## config.mk

```make
export PLATFORM = sky130hd
export DESIGN_NAME = mde_iter
export DESIGN_NICKNAME = d
export VERILOG_FILES = /design/src/mde_pkg.sv /design/src/mde_iter.sv
export SDC_FILE = /design/constraint.sdc
export NUM_CORES = 1
export LEC_CHECK = 0
export CAP_MARGIN = 10
export CORE_MARGIN = 2
export CORE_UTILIZATION = 44
export CTS_CLUSTER_DIAMETER = 80
export DETAILED_ROUTE_END_ITERATION = 8
export DONT_BUFFER_PORTS = 1
export GPL_TIMING_DRIVEN = 1
export PLACE_DENSITY_LB_ADDON = 0.12
export SYNTH_ARGS = -nofsm -noshare
export SYNTH_HDL_FRONTEND = slang
export SYNTH_SLANG_ARGS = --single-unit
```

## constraint.sdc

```tcl
create_clock -name clk -period 22.6 [get_ports clk]
set_input_delay 2.26 -clock clk [delete_from_list [all_inputs] [get_ports clk]]
set_output_delay 2.26 -clock clk [all_outputs]
set_load 0.01 [all_outputs]
```

## src/mde_pkg.sv

```systemverilog
// Shared constants, types and codes for the Mandelbrot dwell engine.
`default_nettype none

package mde_pkg;

	// Fixed-point format of the iterate and width of the iteration counter.
	localparam int FRAC_BITS   = 28;
	localparam int COUNT_WIDTH = 18;

	// Widths fixed by the interface.
	localparam int C_WIDTH         = 32;
	localparam int C_FRAC          = 28;
	localparam int Z_WIDTH         = 64;
	localparam int MAG_WIDTH       = 63;
	localparam int DWELL_WIDTH     = 18;
	localparam int MAXIT_WIDTH     = 18;
	localparam int LIMIT_WIDTH     = 26;
	localparam int CFG_DATA_WIDTH  = 26;
	localparam int CFG_INDEX_WIDTH = 1;

	localparam logic [MAXIT_WIDTH-1:0] MAXIT_RESET = 18'd65536;
	localparam logic [LIMIT_WIDTH-1:0] LIMIT_RESET = 26'd60000000;

	typedef enum logic [CFG_INDEX_WIDTH-1:0] {
		CFG_MAX_ITER  = 1'b0,
		CFG_ESC_LIMIT = 1'b1
	} cfg_reg_t;

	// Aligned point c, both parts signed with FRAC_BITS fraction bits.
	typedef struct packed {
		logic [Z_WIDTH-1:0] cx;
		logic [Z_WIDTH-1:0] cy;
	} point_t;

	typedef enum logic [1:0] {
		MUL_XY,
		MUL_XX,
		MUL_YY
	} mul_op_t;

	typedef struct packed {
		logic                 valid;
		mul_op_t              op;
		logic [MAG_WIDTH-1:0] a;
		logic [MAG_WIDTH-1:0] b;
	} mul_req_t;

	typedef struct packed {
		logic                 valid;
		mul_op_t              op;
		logic [MAG_WIDTH-1:0] res;
		logic                 ovf;
	} mul_rsp_t;

	typedef enum logic [2:0] {
		IT_IDLE,
		IT_MAG,
		IT_MUL_XY,
		IT_MUL_XX,
		IT_MUL_YY,
		IT_WAIT,
		IT_SUM,
		IT_DECIDE
	} iter_state_t;

endpackage

`default_nettype wire

```

## src/mde_iter.sv

```systemverilog
// Back end: runs the escape-time iteration for one point at a time.
`default_nettype none

module mde_iter (
	input  wire logic                            clk,
	input  wire logic                            arst_n,
	input  wire logic                            pt_valid,
	output logic                                 pt_take,
	input  wire mde_pkg::point_t                 pt,
	input  wire logic [mde_pkg::MAXIT_WIDTH-1:0] max_iter,
	input  wire logic [mde_pkg::LIMIT_WIDTH-1:0] esc_limit,
	output mde_pkg::mul_req_t                    mul_req,
	input  wire mde_pkg::mul_rsp_t               mul_rsp,
	output logic                                 done,
	output logic [mde_pkg::DWELL_WIDTH-1:0]      dwell,
	output logic                                 inside_res
);

	localparam int ZW = mde_pkg::Z_WIDTH;
	localparam int MW = mde_pkg::MAG_WIDTH;
	localparam int CW = mde_pkg::COUNT_WIDTH;
	localparam logic [31:0] CNT_MAX = 32'((64'd1 << CW) - 64'd1);
	localparam logic [ZW-1:0] Z_MAX = {1'b0, {(ZW-1){1'b1}}};
	localparam logic [ZW-1:0] Z_MIN = {1'b1, {(ZW-2){1'b0}}, 1'b1};

	function automatic logic [MW-1:0] mag(input logic [ZW-1:0] v);
		logic [ZW-1:0] n;
		n = v[ZW-1] ? (~v + ZW'(1)) : v;
		return n[MW-1:0];
	endfunction

	// Clamp a 65-bit sum to the symmetric range of the iterate.
	function automatic logic [ZW-1:0] sat_z(input logic [ZW:0] s);
		logic [ZW-1:0] r;
		priority if (!s[ZW] && s[ZW-1]) begin
			r = Z_MAX;
		end else if (s[ZW] && (!s[ZW-1] || (s[ZW-2:0] == '0))) begin
			r = Z_MIN;
		end else begin
			r = s[ZW-1:0];
		end
		return r;
	endfunction

	mde_pkg::iter_state_t state_q, state_d;

	logic [ZW-1:0] cx_q, cy_q;
	logic [ZW-1:0] zr_q, zi_q;
	logic [MW-1:0] mzr_q, mzi_q;
	logic          xy_neg_q;
	logic [MW-1:0] x2_q, y2_q;
	logic          ovfx_q, ovfy_q;
	logic          esc_q;
	logic [ZW-1:0] diff_q;
	logic [CW-1:0] cnt_q;
	logic          done_q;
	logic          inside_q;

	logic [31:0]   max_ext;
	logic [CW-1:0] cap;
	logic          finish;
	logic [ZW:0]   zi_sum;
	logic [ZW:0]   zr_sum;
	logic [ZW-1:0] sq_sum;

	always_comb begin
		max_ext = 32'(max_iter);
		cap     = (max_ext < CNT_MAX) ? max_ext[CW-1:0] : CNT_MAX[CW-1:0];
		// Escape wins over the cap when both hold in the same check.
		finish  = esc_q || (cnt_q >= cap);
		zi_sum  = xy_neg_q ? ({cy_q[ZW-1], cy_q} - {2'b00, mul_rsp.res})
		                   : ({cy_q[ZW-1], cy_q} + {2'b00, mul_rsp.res});
		zr_sum  = {diff_q[ZW-1], diff_q} + {cx_q[ZW-1], cx_q};
		sq_sum  = {1'b0, x2_q} + {1'b0, y2_q};
	end

	always_comb begin
		state_d       = state_q;
		pt_take       = 1'b0;
		mul_req.valid = 1'b0;
		mul_req.op    = mde_pkg::MUL_XY;
		mul_req.a     = mzr_q;
		mul_req.b     = mzi_q;
		unique case (state_q)
			mde_pkg::IT_IDLE: begin
				if (pt_valid) begin
					pt_take = 1'b1;
					state_d = mde_pkg::IT_MAG;
				end
			end
			mde_pkg::IT_MAG: begin
				state_d = mde_pkg::IT_MUL_XY;
			end
			mde_pkg::IT_MUL_XY: begin
				mul_req.valid = 1'b1;
				state_d       = mde_pkg::IT_MUL_XX;
			end
			mde_pkg::IT_MUL_XX: begin
				mul_req.valid = 1'b1;
				mul_req.op    = mde_pkg::MUL_XX;
				mul_req.b     = mzr_q;
				state_d       = mde_pkg::IT_MUL_YY;
			end
			mde_pkg::IT_MUL_YY: begin
				mul_req.valid = 1'b1;
				mul_req.op    = mde_pkg::MUL_YY;
				mul_req.a     = mzi_q;
				state_d       = mde_pkg::IT_WAIT;
			end
			mde_pkg::IT_WAIT: begin
				if (mul_rsp.valid && (mul_rsp.op == mde_pkg::MUL_YY)) begin
					state_d = mde_pkg::IT_SUM;
				end
			end
			mde_pkg::IT_SUM: begin
				state_d = mde_pkg::IT_DECIDE;
			end
			mde_pkg::IT_DECIDE: begin
				state_d = finish ? mde_pkg::IT_IDLE : mde_pkg::IT_MAG;
			end
			default: begin
				state_d = mde_pkg::IT_IDLE;
			end
		endcase
	end

	always_ff @(posedge clk or negedge arst_n) begin
		if (!arst_n) begin
			state_q <= mde_pkg::IT_IDLE;
			done_q  <= 1'b0;
		end else begin
			state_q <= state_d;
			done_q  <= (state_q == mde_pkg::IT_DECIDE) && finish;
		end
	end

	always_ff @(posedge clk) begin
		unique case (state_q)
			mde_pkg::IT_IDLE: begin
				if (pt_valid) begin
					cx_q   <= pt.cx;
					cy_q   <= pt.cy;
					zr_q   <= '0;
					zi_q   <= '0;
					cnt_q  <= '0;
				end
			end
			mde_pkg::IT_MAG: begin
				mzr_q    <= mag(zr_q);
				mzi_q    <= mag(zi_q);
				xy_neg_q <= zr_q[ZW-1] ^ zi_q[ZW-1];
			end
			mde_pkg::IT_SUM: begin
				esc_q  <= ovfx_q | ovfy_q |
				          ((sq_sum >> mde_pkg::FRAC_BITS) >= ZW'(esc_limit));
				diff_q <= {1'b0, x2_q} - {1'b0, y2_q};
			end
			mde_pkg::IT_DECIDE: begin
				inside_q <= ~esc_q;
				if (!finish) begin
					zr_q  <= sat_z(zr_sum);
					cnt_q <= cnt_q + CW'(1);
				end
			end
			default: begin
			end
		endcase

		if (mul_rsp.valid) begin
			unique case (mul_rsp.op)
				mde_pkg::MUL_XY: begin
					zi_q <= sat_z(zi_sum);
				end
				mde_pkg::MUL_XX: begin
					x2_q   <= mul_rsp.res;
					ovfx_q <= mul_rsp.ovf;
				end
				mde_pkg::MUL_YY: begin
					y2_q   <= mul_rsp.res;
					ovfy_q <= mul_rsp.ovf;
				end
				default: begin
				end
			endcase
		end
	end

	assign done       = done_q;
	assign dwell      = mde_pkg::DWELL_WIDTH'(cnt_q);
	assign inside_res = inside_q;

	a_single_strobe: assert property (@(posedge clk) disable iff (!arst_n)
		done_q |=> !done_q)
		else $error("result strobe held for more than one cycle");

	a_rsp_while_waiting: assert property (@(posedge clk) disable iff (!arst_n)
		mul_rsp.valid |-> (state_q == mde_pkg::IT_WAIT))
		else $error("multiplier response outside the wait state");

	a_take_restarts: assert property (@(posedge clk) disable iff (!arst_n)
		pt_take |=> (state_q == mde_pkg::IT_MAG) && (cnt_q == '0))
		else $error("new point did not start from a cleared count");

endmodule

`default_nettype wire

```

==> results.py <==
metrics = {
    "detailed_routing": {
        "ant_nets": 0,
        "wl_met3_um": 9518,
        "first_iter_violations": 3705,
        "routed_wl_um": 143500,
        "vias_per_cell": 6.073,
        "num_vias": 33560,
        "wl_per_cell_um": 25.96,
        "top_layer": "met5",
        "drt-pass1-iter-count": 7,
        "drc_errors": 0,
        "wl_met2_um": 65250,
        "met1_length_um": 62430,
    },
    "logic_synthesis": {
        "yosysSeqAreaShare": 0.4186,
        "async_flop_share": 0.006678,
        "syn-cell-area_sq_um": 41400,
        "synth_ff_type": "edfxtp_1",
        "ys_ff_latch": 599,
        "synth_warnings": 0,
        "avgSynthCellArea_sq_um": 9.593,
        "synth_top_area_frac": 0.3852,
        "ys_top_cells_by_area": "edfxtp_1 (39%), ha_1 (9.1%), xnor2_1 (6.5%), a21oi_1 (5.0%), nand2_1 (4.1%)",
        "synth_top_area_cell": "edfxtp_1",
        "synthTopCellsByCount": "edfxtp_1 (531), nand2_1 (449), a21oi_1 (411)",
        "synth_edf_count": 531,
        "yosysUniqueCellTypes": 88,
        "yosysMostFrequentCell": "edfxtp_1",
        "synthCells": 4315,
        "synth_nets": 4862,
    },
    "final_layout": {
        "finalNonFillerCells": 5526,
        "drive_above_1_share": 0.06417,
        "layout.nets": 4762,
        "areaGrowthSynthToFinish_pct": 8.378,
    },
    "floorplanning": {
        "dieArea_sq_um": 96550,
        "start_util": 0.4435,
        "core_sq_um": 93330,
        "rows": 112,
        "dieHeight_um": 310.7,
        "ios": 392,
        "fp.dieW_um": 310.7,
    },
    "setup_path": {
        "crit_fanout": 6,
        "crit_path_start_kind": "primary input",
        "ff2ff_setup_slack_ns": 14.24,
        "cp-startpoint": "mul_rsp[5]",
        "required_ns": 23.19,
        "crit_arrival_ns": 9.14,
        "r2r_start": "y2_q[1]$_DFFE_PP_",
        "r2r-end": "esc_q$_DFFE_PP_",
        "critical_path_class": "in2reg",
        "endpoint": "zi_q[0]$_DFF_P_",
        "reg2reg_depth": 23,
        "end_kind": "register",
    },
    "clocking": {
        "cts_tree": "built",
        "clk_pin_slew_ns": 0.06,
        "post-cts-setup-buffer-count": 0,
        "cts_buffer_depth": 3,
        "clockRootBuffer": "clkbuf_16",
        "cts_resized": 0,
        "insertion_delay_ns": 0.68,
        "cts_max_level": 3,
        "numCtsBuffers": 69,
        "postCtsHoldBufs": 0,
        "cts_sinks": 599,
    },
    "sta": {
        "setup_viol": 0,
        "hold_viol": 0,
        "fin_setup_tns_ns": 0,
        "period_needed_ns": 8.554,
        "max_slew.worst_pin.slew_ns": 1.034,
        "report.final.slew_viol_count": 0,
        "maxSlewHeadroom": 0.3015,
        "rsz0062_at_grt": "false",
        "fin_crit_sh": 0.3785,
        "fmax_mhz": 116.9,
        "skew_ns": 0.04518,
    },
    "hold_path": {
        "hold_path_class": "reg2reg",
        "hold_start": "zi_q[59]$_DFF_P_",
    },
    "global_route": {
        "grt_max_degree": 83,
        "grt_use_total": 0.2877,
        "grt_pass1_vias": 31380,
        "grt_overflow": 0,
        "antenna_found_initial": 9,
        "grt_pass1_wl_um": 209200,
    },
    "pwr": {
        "peakVddDrop_v": 0.00007547,
        "p_per_area_nw_per_um2": 123.7,
        "p_leak_nw": 16.71,
    },
    "placement": {
        "dp_cells": 5398,
        "port_buffers": 0,
        "hpwlAfterDp_um": 115700,
        "place_congestion": 0.9656,
    },
    "run": {
        "cap_violations": 0,
    },
    "outcome": {
        "status": "completed",
    },
}
-- how the worst min path moves through the flow --
| stage | depth (start not counted) | slack, ns | to |
|---|---|---|---|
| after floorplan | 2 | 0.44 | zi_q[13]$_DFF_P_ |
| after global placement | 2 | 0.49 | zi_q[59]$_DFF_P_ |
| after detailed placement | 2 | 0.48 | zi_q[59]$_DFF_P_ |
| after CTS | 2 | 0.49 | zi_q[59]$_DFF_P_ |
| after global routing | 2 | 0.51 | zi_q[59]$_DFF_P_ |
| final | 2 | 0.49 | zi_q[59]$_DFF_P_ |
-- state kept, by name, indices dropped and copies added (netlist names), 63 cells and up --
name and cells:
mzi_q 63, zi_q 64, mzr_q 63, x2_q 63, cx_q 64, cy_q 64, y2_q 63, diff_q 64
zr_q 64
-- area by class of cell --
| type | instances | area [sq um] |
|---|---|---|
| antenna | 2 | 5.005 |
| clock buffer | 89 | 1883 |
| clock inverter | 37 | 506.7 |
| fill | 8821 | 48470 |
| inverter | 215 | 807.0 |
| multi-input combinational | 3307 | 22590 |
| sequential | 599 | 17330 |
| tap | 1254 | 1569 |
| timing repair buffer | 23 | 172.7 |
-- worst max-delay path, stage by stage --
cell and delay (ns):
or3_1 0.40, nor4_1 0.57, nand3b_1 0.39, or2_2 0.41, nor4_1 0.26, buf_4 0.21
a21oi_1 0.12, nor2_1 0.41, o21a_1 0.27, xnor2_1 0.08, ha_1 0.39, and2_1 0.24
nand3_1 0.14, or3_1 0.34, nor4_1 0.28, a211oi_1 0.20, o31ai_1 0.56, xor2_1 0.16
or4_1 0.53, or4_1 0.42, nor3b_1 0.20, nand4b_1 0.12, a21oi_1 0.17
-- metrics by stage --
step | power (W) | instance area, sq um | hold WS, ns | setup WS (ns) | util
5_1_grt | 0.005841 | 44860 | 0.5086 | 13.61 | 0.4807
4_1_cts | 0.005545 | 44860 | 0.4897 | 14.07 | 0.4807
2_1_floorplan | 0.003547 | 41400 | 0.4438 | 3.962 | -
6_report | 0.005548 | 44860 | 0.4913 | 14.05 | 0.4807
3_5_place_dp | 0.004359 | 42470 | 0.4840 | 13.39 | 0.4550
3_3_place_gp | 0.004358 | 42470 | 0.4875 | 13.50 | 0.4550
-- power by group --
| group | total [W] | internal [W] | switching, W | leakage, nW |
|---|---|---|---|---|
| sequential | 0.00185 | 0.00159 | 0.000261 | 5.49 |
| combinational | 0.00253 | 0.000865 | 0.00166 | 10.1 |
| clock | 0.00117 | 0.000690 | 0.000483 | 1.14 |
-- layout by cell type, fill, tap and decap left out, types with 41 or more instances in the layout --
cell       Yosys  layout
clkbuf_16      0      70
a21o_1       103     102
ha_1         302     302
nand2b_1      48      48
nor3_1        98      96
o31ai_1       63      63
or3_1         54      54
a21oi_1      411     410
o21bai_1      74      74
edfxtp_1     531     531
nand3_1       61      59
a221o_1       66      66
inv_1        211     211
dfxtp_1       64      63
xor2_1        77      77
nand2_1      449     449
nand4_1       75      75
o21ai_0      223     223
xnor2_1      308     308
mux2_2        66      66
nor2_1       273     271
nor4_1        43      43
o21a_1        41      41
-- metal layers --
| metal | GRT usage | up-vias |
|---|---|---|
| met5 | 0 | - |
| met4 | 0.1203 | 2 |
| met3 | 0.04599 | 217 |
| met2 | 0.4598 | 1246 |
| met1 | 0.3880 | 16240 |
| li1 | - | 15860 |
-- kinds of logic after synthesis --
kind of cell,after synthesis,share of synthesized area
multiplexers,79,0.02110
AND/OR/NAND/NOR,1289,0.1515
buffers and inverters,409,0.03730
adder cells (fa/ha/maj),305,0.09273
XOR/XNOR,385,0.08146
flip-flops,599,0.4186
AO/OA/AOI/OAI,1249,0.1974
Note: power is estimated with default switching activity, not from simulation.
