**config.mk**
```make
export PLATFORM = sky130hd
export DESIGN_NAME = mde_front
export DESIGN_NICKNAME = d
export VERILOG_FILES = /design/src/mde_pkg.sv /design/src/mde_front.sv
export SDC_FILE = /design/constraint.sdc
export NUM_CORES = 1
export LEC_CHECK = 0
export BUFFER_PORTS_ARGS = -buffer_cell sky130_fd_sc_hd__buf_4
export CAP_MARGIN = 10
export CORE_AREA = 2 2 155 96
export CTS_BUF_LIST = sky130_fd_sc_hd__clkbuf_8
export CTS_CLUSTER_DIAMETER = 40
export DETAILED_ROUTE_END_ITERATION = 12
export DIE_AREA = 0 0 157 98
export PLACE_DENSITY = 0.65
export SLEW_MARGIN = 20
export SYNTH_ARGS = -nofsm -noshare
export SYNTH_HDL_FRONTEND = slang
export SYNTH_SLANG_ARGS = --single-unit
```
**constraint.sdc**
```tcl
create_clock -name clk -period 4.6 [get_ports clk]
set_input_delay 0.92 -clock clk [delete_from_list [all_inputs] [get_ports clk]]
set_output_delay 0.92 -clock clk [all_outputs]
set_load 0.02 [all_outputs]
```
**src/mde_pkg.sv**
```systemverilog
// Shared constants, types and codes for the Mandelbrot dwell engine.
`default_nettype none

package mde_pkg;

	// Fixed-point format of the iterate and width of the iteration counter.
	localparam int FRAC_BITS   = 28;
	localparam int COUNT_WIDTH = 18;

	// Widths fixed by the interface.
	localparam int C_WIDTH         = 32;
	localparam int C_FRAC          = 28;
	localparam int Z_WIDTH         = 64;
	localparam int MAG_WIDTH       = 63;
	localparam int DWELL_WIDTH     = 18;
	localparam int MAXIT_WIDTH     = 18;
	localparam int LIMIT_WIDTH     = 26;
	localparam int CFG_DATA_WIDTH  = 26;
	localparam int CFG_INDEX_WIDTH = 1;

	localparam logic [MAXIT_WIDTH-1:0] MAXIT_RESET = 18'd65536;
	localparam logic [LIMIT_WIDTH-1:0] LIMIT_RESET = 26'd60000000;

	typedef enum logic [CFG_INDEX_WIDTH-1:0] {
		CFG_MAX_ITER  = 1'b0,
		CFG_ESC_LIMIT = 1'b1
	} cfg_reg_t;

	// Aligned point c, both parts signed with FRAC_BITS fraction bits.
	typedef struct packed {
		logic [Z_WIDTH-1:0] cx;
		logic [Z_WIDTH-1:0] cy;
	} point_t;

	typedef enum logic [1:0] {
		MUL_XY,
		MUL_XX,
		MUL_YY
	} mul_op_t;

	typedef struct packed {
		logic                 valid;
		mul_op_t              op;
		logic [MAG_WIDTH-1:0] a;
		logic [MAG_WIDTH-1:0] b;
	} mul_req_t;

	typedef struct packed {
		logic                 valid;
		mul_op_t              op;
		logic [MAG_WIDTH-1:0] res;
		logic                 ovf;
	} mul_rsp_t;

	typedef enum logic [2:0] {
		IT_IDLE,
		IT_MAG,
		IT_MUL_XY,
		IT_MUL_XX,
		IT_MUL_YY,
		IT_WAIT,
		IT_SUM,
		IT_DECIDE
	} iter_state_t;

endpackage

`default_nettype wire

```
**src/mde_front.sv**
```systemverilog
// Front end: takes points, aligns c to the iterate format and queues them.
`default_nettype none

module mde_front (
	input  wire logic                        clk,
	input  wire logic                        arst_n,
	input  wire logic                        start,
	input  wire logic [mde_pkg::C_WIDTH-1:0] point_real,
	input  wire logic [mde_pkg::C_WIDTH-1:0] point_imag,
	output logic                             busy,
	output logic                             pt_valid,
	input  wire logic                        pt_take,
	output mde_pkg::point_t                  pt
);

	localparam int QDEPTH  = 2;
	localparam int QPTR_W  = $clog2(QDEPTH);
	localparam int QCNT_W  = $clog2(QDEPTH + 1);
	localparam int ALIGN_L = (mde_pkg::FRAC_BITS >= mde_pkg::C_FRAC) ?
		mde_pkg::FRAC_BITS - mde_pkg::C_FRAC : 0;
	localparam int ALIGN_R = (mde_pkg::FRAC_BITS >= mde_pkg::C_FRAC) ?
		0 : mde_pkg::C_FRAC - mde_pkg::FRAC_BITS;

	// A right shift of the signed value floors, as the format change requires.
	function automatic logic [mde_pkg::Z_WIDTH-1:0] align_c(
		input logic [mde_pkg::C_WIDTH-1:0] raw
	);
		logic signed [mde_pkg::Z_WIDTH-1:0] v;
		v = mde_pkg::Z_WIDTH'(signed'(raw));
		v = v <<< ALIGN_L;
		v = v >>> ALIGN_R;
		return v;
	endfunction

	mde_pkg::point_t     q_mem [QDEPTH];
	logic [QPTR_W-1:0]   q_wr_q;
	logic [QPTR_W-1:0]   q_rd_q;
	logic [QCNT_W-1:0]   q_cnt_q;
	logic                accept;
	mde_pkg::point_t     in_pt;

	assign busy     = (q_cnt_q == QCNT_W'(QDEPTH));
	assign accept   = start & ~busy;
	assign pt_valid = (q_cnt_q != '0);
	assign pt       = q_mem[q_rd_q];

	always_comb begin
		in_pt.cx = align_c(point_real);
		in_pt.cy = align_c(point_imag);
	end

	always_ff @(posedge clk) begin
		if (accept) begin
			q_mem[q_wr_q] <= in_pt;
		end
	end

	always_ff @(posedge clk or negedge arst_n) begin
		if (!arst_n) begin
			q_wr_q  <= '0;
			q_rd_q  <= '0;
			q_cnt_q <= '0;
		end else begin
			if (accept) begin
				q_wr_q <= q_wr_q + QPTR_W'(1);
			end
			if (pt_take) begin
				q_rd_q <= q_rd_q + QPTR_W'(1);
			end
			priority if (accept && !pt_take) begin
				q_cnt_q <= q_cnt_q + QCNT_W'(1);
			end else if (pt_take && !accept) begin
				q_cnt_q <= q_cnt_q - QCNT_W'(1);
			end
		end
	end

	// The back end only ever takes a point that is actually queued.
	a_take_needs_entry: assert property (@(posedge clk) disable iff (!arst_n)
		pt_take |-> pt_valid)
		else $error("point taken from an empty queue");

endmodule

`default_nettype wire

```
==> summary.txt, run 1 <==
==========================================================================================
Outcome                                                                       complete, no violations
Nets@finish                                                                            498
Site Rows                                                                               34
Switching share of power                                                             37.1%
Vias in the first global route                                                        2726
Endpoint kind of the worst setup timing path                                   output port
Static power due to leakage                                                        2.90 nW
Cells along the critical path                                                 buf_12 > mux2_2 > buf_4
Post-cts sizing count                                                                    0
# setup viols final                                                                      0
DR DRC count                                                                             0
Arrival @ worst endpoint                                                           2.12 ns
TritonCTS clock tree                                                                  done
Origin of the critical flop-to-flop path                                        q_cnt_q[0]
Height of the die                                                                    98 um
IR Drop Worst-Case VDD                                                            0.454 mV
First-pass iteration count of the detailed router                                        4
Vias per cell                                                                         4.23
Top-count cell post-synth                                                     sky130_fd_sc_hd__edfxtp_1
Pins over their slew limit                                                               0
Main flop type after synthesis                                                sky130_fd_sc_hd__edfxtp_1
Pin count of the biggest net entering global routing                                    65
Setup repair after global routing missed its margin                                  false
Crit. Startpoint                                                                    q_rd_q
Post-Syn Nets                                                                          351
Buffers inserted during post-CTS setup optimization                                      0
All-layer global routing usage                                                       12.8%
Port Buf Inserts                                                                       197
TritonCTS buffer count                                                                  17
Cell-internal power                                                                3.16 mW
Post-synthesis async set-or-reset flop share                                         3.03%
Sink count of the clock tree                                                           132
Buffer depth of the longest clock path                                                   2
Area contributors post-synth                                                  sky130_fd_sc_hd__edfxtp_1, sky130_fd_sc_hd__mux2_4, sky130_fd_sc_hd__buf_4
Final HPWL DP                                                                      6740 um
Number of diodes                                                                         0
Yosys top cell by area                                                        sky130_fd_sc_hd__edfxtp_1
Initial antenna violation count                                                          0
Count of routing violations after the opening detailed-route iteration                 101
Minimum setup slack in the final design                                            1.56 ns
Hold-fix buffers, CTS                                                                    0
Core ar.                                                                        14100 um^2
Critical path launch point type                                                   register
Required arrival time at the worst endpoint                                        3.68 ns
Top cell types by occurrence after synthesis                                  sky130_fd_sc_hd__edfxtp_1, sky130_fd_sc_hd__buf_4, sky130_fd_sc_hd__mux2_4, sky130_fd_sc_hd__mux2_2, sky130_fd_sc_hd__buf_6
Measured slew at the worst slew-check pin                                         0.943 ns
Area growth from synthesis to layout                                                 28.7%
Number of H-tree branching levels                                                        4
Per-instance average area after synthesis                                        19.5 um^2
Count of state elements after synthesis                                                132
Register share of total power                                                        35.8%
Wire length per cell                                                               15.8 um
Area of the die                                                                 15400 um^2
Ports                                                                                  198
Peak fanout along the critical path                                                     35
Switching Power                                                                    1.86 mW
Cell Area, Synth                                                                 5500 um^2
Pwr dens                                                                       709 nW/um^2
Clock Root Buffer                                                             sky130_fd_sc_hd__clkbuf_8
Final hold violation count                                                               0
Cell type of the slowest stage on the worst timing path                       sky130_fd_sc_hd__dfrtp_4
Design area                                                                      7080 um^2
Global-route wire length before repair                                            14600 um
Stage delay of the slowest cell on the critical path                               0.84 ns
Instance count of the mapped netlist                                                   282
Fraction of power consumed by the clock network                                      17.7%
Shortest clock period the worst path allows after layout                           3.04 ns
Residual overflow from global routing                                                    0
Combinational Power Share                                                            46.5%
Unique cell type count in the Yosys netlist                                             16
Detailed-route via count                                                              2704
Finished Core Util                                                                   50.3%
Capture point of the worst reg-to-reg path                                    q_mem[0][94]
Max-cap violations                                                                       0
Starting Density                                                                     39.1%
Antenna viol nets, final                                                                 0
Final clock skew                                                                 0.0129 ns
F_max                                                                              329 MHz
Depth of the worst register-to-register path                                             4
Count of warnings emitted by yosys                                                       0
Synth top area share                                                                 69.8%
Setup TNS Final                                                                       0 ns
Slack of the worst reg-to-reg path                                                 2.28 ns
Worst Path Class, Setup                                                       register to output port
Sequential fraction of the synthesis area                                            71.7%
Final Cycle Share                                                                    66.1%
Floorplan die width                                                                 157 um
Post-route worst hold slack                                                       0.291 ns
Number of synthesized flops with an enable pin                                         128
Relative slew slack                                                                  37.1%
Type of the worst min-delay path                                              input port to asynchronous set/reset pin
Setup Slack @ Placement                                                            1.82 ns
Total placed instance area                                                       6720 um^2
Worst setup path endpoint                                                           pt[82]
Fraction of layout cells with a size suffix above 1                                  67.4%
Clock edge transition at the registers on the reported setup and hold paths        0.07 ns
Wire length after detailed routing                                                10100 um
Placer Congestion                                                                    0.706
Latest clock arrival within the worst-skew pair                                    0.42 ns
==========================================================================================
[cells in the final DEF, fill, tap and decap left out, drive strengths merged]
cell      instances
and3              1
buf             199
bufinv            1
clkbuf           17
clkinv            4
clkinvlp          5
dfrtp             4
edfxtp          128
ha                1
inv               8
mux2             64
nand2             1
nand2b            1
nor2              2
or2               1
xnor2             2
xor2              3
[final cells by class]
| type | instances | area (um^2) |
|---|---|---|
| fill | 1168 | 7000 |
| clock buffer | 17 | 234 |
| inverter | 3 | 11.3 |
| timing repair buffer | 199 | 1510 |
| sequential | 132 | 3950 |
| clock inverter | 15 | 130 |
| tap | 198 | 248 |
| multi-input combinational | 76 | 1010 |
[per-stage QoR]
stage	power (mW)	std cells
floorplan	3.58	282
global placement	4.16	607
detailed placement	4.20	608
CTS	5.10	640
global route	5.27	640
finish	5.02	640
[logic make-up (layout without fill, tap and decap cells)]
family	after synthesis	after routing	share of synthesized area, %
DFF	132	132	71.7
xor gates and xnor gates	5	5	0.796
buffers and inverters	74	234	10.3
and+or+nand+nor	6	6	0.546
muxes	64	64	16.5
adders and majority gates	1	1	0.227
[layer usage]
metal  vias up  track usage, %  part of all wire (%)  wire length (um)
li1       1274               -                     -                 -
met1      1306            17.0                    45              4500
met2       117            19.4                    47              4720
met3         7            5.15                   8.2               831
met4         0            4.23                  0.47                47
met5         -               0                     0                 0
[worst min path at each step]
stage          startpoint          to  cells after the start
3_3_place_gp   q_cnt_q[1]  q_cnt_q[1]                      1
6_report           arst_n      q_wr_q                      1
3_5_place_dp   q_cnt_q[1]  q_cnt_q[1]                      1
5_1_grt            arst_n      q_wr_q                      1
2_1_floorplan  q_cnt_q[1]  q_cnt_q[1]                      1
4_1_cts            arst_n      q_wr_q                      1
[power by group through the flow]
| stage | registers [mW] | clock network, mW | logic (mW) |
|---|---|---|---|
| 2_1_floorplan | 1.74 | 0 | 1.84 |
| 3_3_place_gp | 1.88 | 0 | 2.27 |
| 3_5_place_dp | 1.83 | 0 | 2.37 |
| 4_1_cts | 1.81 | 0.920 | 2.37 |
| 5_1_grt | 1.83 | 0.976 | 2.47 |
| 6_report | 1.80 | 0.889 | 2.33 |
[critical path: cells and delay by family, from the launching register on]
family / cells / cell delay, ns
flip-flops: 1 / 0.84
buffers and inverters: 2 / 0.48
multiplexers: 1 / 0.37
[registers in the layout (all words and copies together), names as in the netlist]
register and cells:
q_mem 128, q_rd_q 1, q_cnt_q 2, q_wr_q 1
(Power assumes the default switching activity.)
==> inputs of run 2 (changes only) <==
clock period = 3.1 ns   (was 4.6 ns; I/O delays follow)
==> summary.txt, run 2 (same netlist as run 1, synthesis figures left out) <==
==========================================================================================
Count of routing violations after the opening detailed-route iteration                 118   was 101
Detailed-route via count                                                              2692   was 2704
Endpoint kind of the worst setup timing path                                   output port   unchanged
Source of the worst hold timing path                                          point_real[20]
Clock Root Buffer                                                             sky130_fd_sc_hd__clkbuf_8   unchanged
Wire length per cell                                                               15.1 um   was 15.8 um
Setup Slack @ Placement                                                           0.902 ns   was 1.82 ns
Final hold violation count                                                               0   unchanged
Area growth from synthesis to layout                                                 30.1%   was 28.7%
Fraction of layout cells with a size suffix above 1                                  66.6%   was 67.4%
All-layer global routing usage                                                       12.7%   was 12.8%
F_max                                                                              383 MHz
Worst Path Class, Setup                                                       register to output port   unchanged
Number of diodes                                                                         0   unchanged
Sink count of the clock tree                                                           132   unchanged
First-pass iteration count of the detailed router                                        5   was 4
Final Cycle Share                                                                    84.2%
Type of the worst min-delay path                                              input port to register   was input port to asynchronous set/reset pin
Largest register FFs                                                                   128   unchanged
Clock edge transition at the registers on the reported setup and hold paths        0.07 ns   about the same
Register containing the most flip-flops in the final layout                          q_mem   unchanged
Arrival @ worst endpoint                                                           1.99 ns   was 2.12 ns
Peak fanout along the critical path                                                     21   was 35
Cell type of the slowest stage on the worst timing path                       sky130_fd_sc_hd__dfrtp_4   unchanged
# setup viols final                                                                      0   unchanged
Shortest clock period the worst path allows after layout                           2.61 ns
Vias per cell                                                                         4.18   was 4.23
Largest registers in the final layout                                         q_mem: 128 flops, q_cnt_q: 2 flops   unchanged
Max-cap violations                                                                       0   unchanged
Critical path launch point type                                                   register   unchanged
Relative slew slack                                                                  69.4%   was 37.1%
Pins over their slew limit                                                               0   unchanged
Global-route wire length before repair                                            14400 um   was 14600 um
Cells along the critical path                                                 buf_4 > mux2_2 > buf_4   was buf_12 > mux2_2 > buf_4
Total placed instance area                                                       6750 um^2   was 6720 um^2
Leading cell type in the layout, fill and taps excluded                       sky130_fd_sc_hd__buf_4   unchanged
Placer Congestion                                                                    0.691   was 0.706
Site Rows                                                                               34   unchanged
Slack of the worst reg-to-reg path                                                 1.51 ns   was 2.28 ns
Crit path top cell by count                                                   sky130_fd_sc_hd__buf_4
Port Buf Inserts                                                                       197   unchanged
Outcome                                                                       complete, no violations   unchanged
Commonest cells after routing, fill and taps aside                            sky130_fd_sc_hd__buf_4, sky130_fd_sc_hd__edfxtp_1, sky130_fd_sc_hd__mux2_4   unchanged
Hold Path Cell Cnt                                                                       1
Ports                                                                                  198   unchanged
Starting Density                                                                     39.1%   unchanged
Area of the die                                                                 15400 um^2   unchanged
Final clock skew                                                                0.00369 ns   was 0.0129 ns
TritonCTS clock tree                                                                  done   unchanged
DR DRC count                                                                             0   unchanged
TritonCTS buffer count                                                                  17   unchanged
Origin of the critical flop-to-flop path                                        q_cnt_q[0]   unchanged
Minimum setup slack in the final design                                           0.491 ns   was 1.56 ns
Capture point of the worst reg-to-reg path                                    q_mem[0][19]   was q_mem[0][94]
Antenna viol nets, final                                                                 0   unchanged
Buffer depth of the longest clock path                                                   2   unchanged
Residual overflow from global routing                                                    0   unchanged
Static power due to leakage                                                        2.95 nW   was 2.90 nW
Pin count of the biggest net entering global routing                                    65   unchanged
Vias in the first global route                                                        2784   was 2726
Buffers inserted during post-CTS setup optimization                                      0   unchanged
Measured slew at the worst slew-check pin                                         0.458 ns   was 0.943 ns
IR Drop Worst-Case VDD                                                            0.403 mV   was 0.454 mV
Wire length after detailed routing                                                 9700 um   was 10100 um
Stage delay of the slowest cell on the critical path                               0.66 ns   was 0.84 ns
Setup repair after global routing missed its margin                                  false   unchanged
Design area                                                                      7160 um^2   was 7080 um^2
Depth of the worst register-to-register path                                             4   unchanged
Height of the die                                                                    98 um   unchanged
Floorplan die width                                                                 157 um   unchanged
Latest clock arrival within the worst-skew pair                                    0.42 ns   about the same
Overall power after layout                                                         7.56 mW   was 5.02 mW
Hold worst-path end                                                           q_mem[1][84]
Initial antenna violation count                                                          0   unchanged
Number of H-tree branching levels                                                        4   unchanged
Final HPWL DP                                                                      6410 um   was 6740 um
Required arrival time at the worst endpoint                                        2.48 ns   was 3.68 ns
Nets@finish                                                                            502   was 498
Core ar.                                                                        14100 um^2   unchanged
Setup TNS Final                                                                       0 ns   unchanged
Pwr dens                                                                      1060 nW/um^2   was 709 nW/um^2
==========================================================================================
## run 2: changes by cell type in the layout (fill, tap and decap cells not counted), moves of 2 or more
| cell | change |
|---|---|
| sky130_fd_sc_hd__inv_6 | -2 |
| sky130_fd_sc_hd__clkinv_2 | -2 |
| sky130_fd_sc_hd__clkinv_1 | +4 |
| sky130_fd_sc_hd__bufinv_16 | +2 |
| sky130_fd_sc_hd__buf_4 | +2 |
| sky130_fd_sc_hd__clkinvlp_4 | -3 |
## run 2: area by class of cell
class                      count  area, um^2
tap                          198         248
multi-input combinational     76        1000
timing repair buffer         203        1550
inverter                       3        11.3
fill                        1158        6920
sequential                   132        3950
clock inverter                15         164
clock buffer                  17         234
## run 2: per-layer routing
metal	wire (um)	track usage [%]	vias up
met4	108	4.87	0
met5	0	0	-
met2	4490	19.7	108
li1	-	-	1284
met1	4070	15.1	1290
met3	1020	6.52	10
## run 2: worst max-delay path: cells and delay by family, from the launching register on
kind | cells | cell delay (ns)
flops | 1 | 0.66
buf+inv | 2 | 0.52
mux | 1 | 0.37
## run 2: timing repair
action                                 in CTS  in global routing
hold buffers                                1                  0
setup endpoints to repair                   0                  0
gates resized for setup                     0                  0
endpoints found under the hold margin       4                  0
## run 2: how the worst max path moves through the flow
stage	from	slack (ns)	cells after the start	to
3_5_place_dp	q_rd_q	0.90	3	pt[1]
2_1_floorplan	start	0.30	2	q_mem[0][0]
6_report	q_rd_q	0.49	3	pt[1]
4_1_cts	q_rd_q	0.43	3	pt[1]
3_3_place_gp	q_rd_q	0.92	3	pt[1]
5_1_grt	q_rd_q	0.39	3	pt[1]
## run 2: power breakdown
| part | internal [mW] | leakage [nW] | switching, mW | total [mW] |
|---|---|---|---|---|
| registers | 2.44 | 1.23 | 0.169 | 2.61 |
| clock network | 0.787 | 0.198 | 0.642 | 1.43 |
| logic | 1.63 | 1.51 | 1.90 | 3.52 |
## run 2: per-stage QoR
step | hold WS [ns] | std cells | util (%)
3_5_place_dp | 0.425 | 611 | 47.9
4_1_cts | 0.342 | 644 | 50.8
3_3_place_gp | 0.424 | 611 | 47.9
2_1_floorplan | 0.324 | 282 | -
5_1_grt | 0.340 | 644 | 50.8
6_report | 0.381 | 644 | 50.8
==> inputs of run 3 (changes only) <==
PLACE_DENSITY = 0.68   (was 0.65)
clock period = 2.4 ns   (was 3.1 ns; I/O delays follow)
==> summary.txt, run 3 (same netlist as run 1, synthesis figures left out) <==
==========================================================================================
Outcome                                                                       complete, no violations   unchanged
Height of the die                                                                    98 um   unchanged
Largest register FFs                                                                   128   unchanged
Register share of total power                                                        35.0%   was 34.5%
TritonCTS buffer count                                                                  17   unchanged
Buffer depth of the longest clock path                                                   2   unchanged
Latest clock arrival within the worst-skew pair                                    0.42 ns   about the same
First-pass iteration count of the detailed router                                        4   was 5
Global-route wire length before repair                                            14500 um   was 14400 um
Origin of the critical flop-to-flop path                                        q_cnt_q[0]   unchanged
Measured slew at the worst slew-check pin                                         0.575 ns   was 0.458 ns
Pin count of the biggest net entering global routing                                    42   was 65
# setup viols final                                                                      0   unchanged
Endpoint kind of the worst setup timing path                                   output port   unchanged
Core ar.                                                                        14100 um^2   unchanged
Hold worst-path end                                                           q_mem[1][86]   was q_mem[1][84]
F_max                                                                              439 MHz
DR DRC count                                                                             0   unchanged
Type of the worst min-delay path                                              input port to register   unchanged
Total placed instance area                                                       6750 um^2   about the same
Static power due to leakage                                                        2.92 nW   was 2.95 nW
Wire length per cell                                                               15.2 um   was 15.1 um
Final HPWL DP                                                                      6770 um   was 6410 um
Placer Congestion                                                                    0.732   was 0.691
Number of diodes                                                                         0   unchanged
Slack of the worst reg-to-reg path                                                 0.72 ns   was 1.51 ns
IR Drop Worst-Case VDD                                                            0.526 mV   was 0.403 mV
All-layer global routing usage                                                       12.8%   was 12.7%
Nets@finish                                                                            504   was 502
Minimum setup slack in the final design                                           0.120 ns   was 0.491 ns
Pwr dens                                                                      1340 nW/um^2   was 1060 nW/um^2
Cell-internal power                                                                5.98 mW   was 4.86 mW
Detailed-route via count                                                              2717   was 2692
Floorplan die width                                                                 157 um   unchanged
Post-cts sizing count                                                                    0   unchanged
Switching share of power                                                             37.3%   was 35.8%
Largest registers in the final layout                                         q_mem: 128 flops, q_cnt_q: 2 flops   unchanged
Design area                                                                      7110 um^2   was 7160 um^2
Peak fanout along the critical path                                                     34   was 21
Leading cell type in the layout, fill and taps excluded                       sky130_fd_sc_hd__buf_4   unchanged
Commonest cells after routing, fill and taps aside                            sky130_fd_sc_hd__buf_4, sky130_fd_sc_hd__edfxtp_1, sky130_fd_sc_hd__mux2_4   unchanged
Area of the die                                                                 15400 um^2   unchanged
Vias per cell                                                                         4.21   was 4.18
Residual overflow from global routing                                                    0   unchanged
Source of the worst hold timing path                                          point_real[22]   was point_real[20]
Pins over their slew limit                                                               0   unchanged
TritonCTS clock tree                                                                  done   unchanged
Count of routing violations after the opening detailed-route iteration                  88   was 118
Final clock skew                                                                 0.0131 ns   was 0.00369 ns
Switching Power                                                                    3.55 mW   was 2.71 mW
Antenna viol nets, final                                                                 0   unchanged
Clock edge transition at the registers on the reported setup and hold paths        0.08 ns   was 0.07 ns
Final hold violation count                                                               0   unchanged
Final Cycle Share                                                                    95.0%
Setup repair after global routing missed its margin                                  false   unchanged
Setup TNS Final                                                                       0 ns   unchanged
Shortest clock period the worst path allows after layout                           2.28 ns
Hold Path Cell Cnt                                                                       1   unchanged
Ports                                                                                  198   unchanged
Register containing the most flip-flops in the final layout                          q_mem   unchanged
Number of H-tree branching levels                                                        4   unchanged
Fraction of power consumed by the clock network                                      16.6%   was 18.9%
Crit. Startpoint                                                                    q_rd_q   unchanged
Fraction of layout cells with a size suffix above 1                                  67.2%   was 66.6%
Critical path launch point type                                                   register   unchanged
Max-cap violations                                                                       0   unchanged
Starting Density                                                                     39.1%   unchanged
Sink count of the clock tree                                                           132   unchanged
Vias in the first global route                                                        2761   was 2784
Arrival @ worst endpoint                                                           1.80 ns   was 1.99 ns
Wire length after detailed routing                                                 9820 um   was 9700 um
Clock Root Buffer                                                             sky130_fd_sc_hd__clkbuf_8   unchanged
Capture point of the worst reg-to-reg path                                    q_mem[0][88]   was q_mem[0][19]
Worst Path Class, Setup                                                       register to output port   unchanged
Relative slew slack                                                                  61.6%   was 69.4%
Initial antenna violation count                                                          0   unchanged
Area growth from synthesis to layout                                                 29.1%   was 30.1%
Depth of the worst register-to-register path                                             4   unchanged
Combinational Power Share                                                            48.4%   was 46.6%
Setup Slack @ Placement                                                           0.529 ns   was 0.902 ns
Post-route worst hold slack                                                       0.238 ns   was 0.381 ns
Required arrival time at the worst endpoint                                        1.92 ns   was 2.48 ns
Port Buf Inserts                                                                       197   unchanged
Site Rows                                                                               34   unchanged
==========================================================================================
[run 3: changes by cell type in the layout (fill, tap and decap cells not counted)]
cell | before | now
sky130_fd_sc_hd__inv_6 | 2 | 4
sky130_fd_sc_hd__clkinv_4 | 2 | 4
sky130_fd_sc_hd__buf_4 | 200 | 203
sky130_fd_sc_hd__clkinvlp_4 | 2 | 3
sky130_fd_sc_hd__clkinv_1 | 4 | 2
sky130_fd_sc_hd__bufinv_16 | 3 | 0
sky130_fd_sc_hd__buf_12 | 2 | 1
[run 3: how the worst max path moves through the flow]
stage	endpoint
after floorplan	q_mem[0][0]
after global placement	pt[77]
after detailed placement	pt[77]
after CTS	pt[77]
after global routing	pt[77]
final	pt[81]
[run 3: power by group through the flow]
stage | sequential, mW | combinational (mW) | clock [mW]
final | 3.33 | 4.61 | 1.58
after global routing | 3.38 | 4.90 | 1.75
after CTS | 3.34 | 4.69 | 1.65
after floorplan | 3.31 | 3.54 | 0
after detailed placement | 3.40 | 4.68 | 0
after global placement | 3.37 | 4.65 | 0
[run 3: stage by stage]
stage / total power [mW] / utilization, % / cells
6_report: 9.53 / 50.5 / 646
3_3_place_gp: 8.02 / 48.0 / 613
5_1_grt: 10.0 / 50.5 / 646
2_1_floorplan: 6.85 / - / 282
3_5_place_dp: 8.08 / 48.0 / 613
4_1_cts: 9.69 / 50.5 / 646
[run 3: cell type report]
type                    count  area [um^2]
well taps                 198          248
fillers                  1180         6970
inverters                   3         11.3
clock buffers              17          234
multi-input cells          76         1000
flip-flops and latches    132         3950
repair buffers            205         1550
clock inverters            15          109
[run 3: metal layers]
layer / vias up / track usage, % / wire length, um
met5: - / 0 / 0
met1: 1293 / 14.7 / 3990
met2: 125 / 20.0 / 4580
met3: 11 / 7.06 / 1130
met4: 0 / 5.08 / 108
li1: 1288 / - / -
[run 3: repair_timing]
| item | 4_1_cts | 5_1_grt |
|---|---|---|
| hold buffers | 1 | 0 |
| hold endpoints to repair | 4 | 0 |
| endpoints found under the setup margin | 0 | 0 |
| buffers inserted | 0 | 0 |
[run 3: critical path: stages, from the launching register on]
cell and delay [ns]:
sky130_fd_sc_hd__dfrtp_4 0.55, sky130_fd_sc_hd__buf_12 0.27, sky130_fd_sc_hd__mux2_2 0.37, sky130_fd_sc_hd__buf_4 0.16
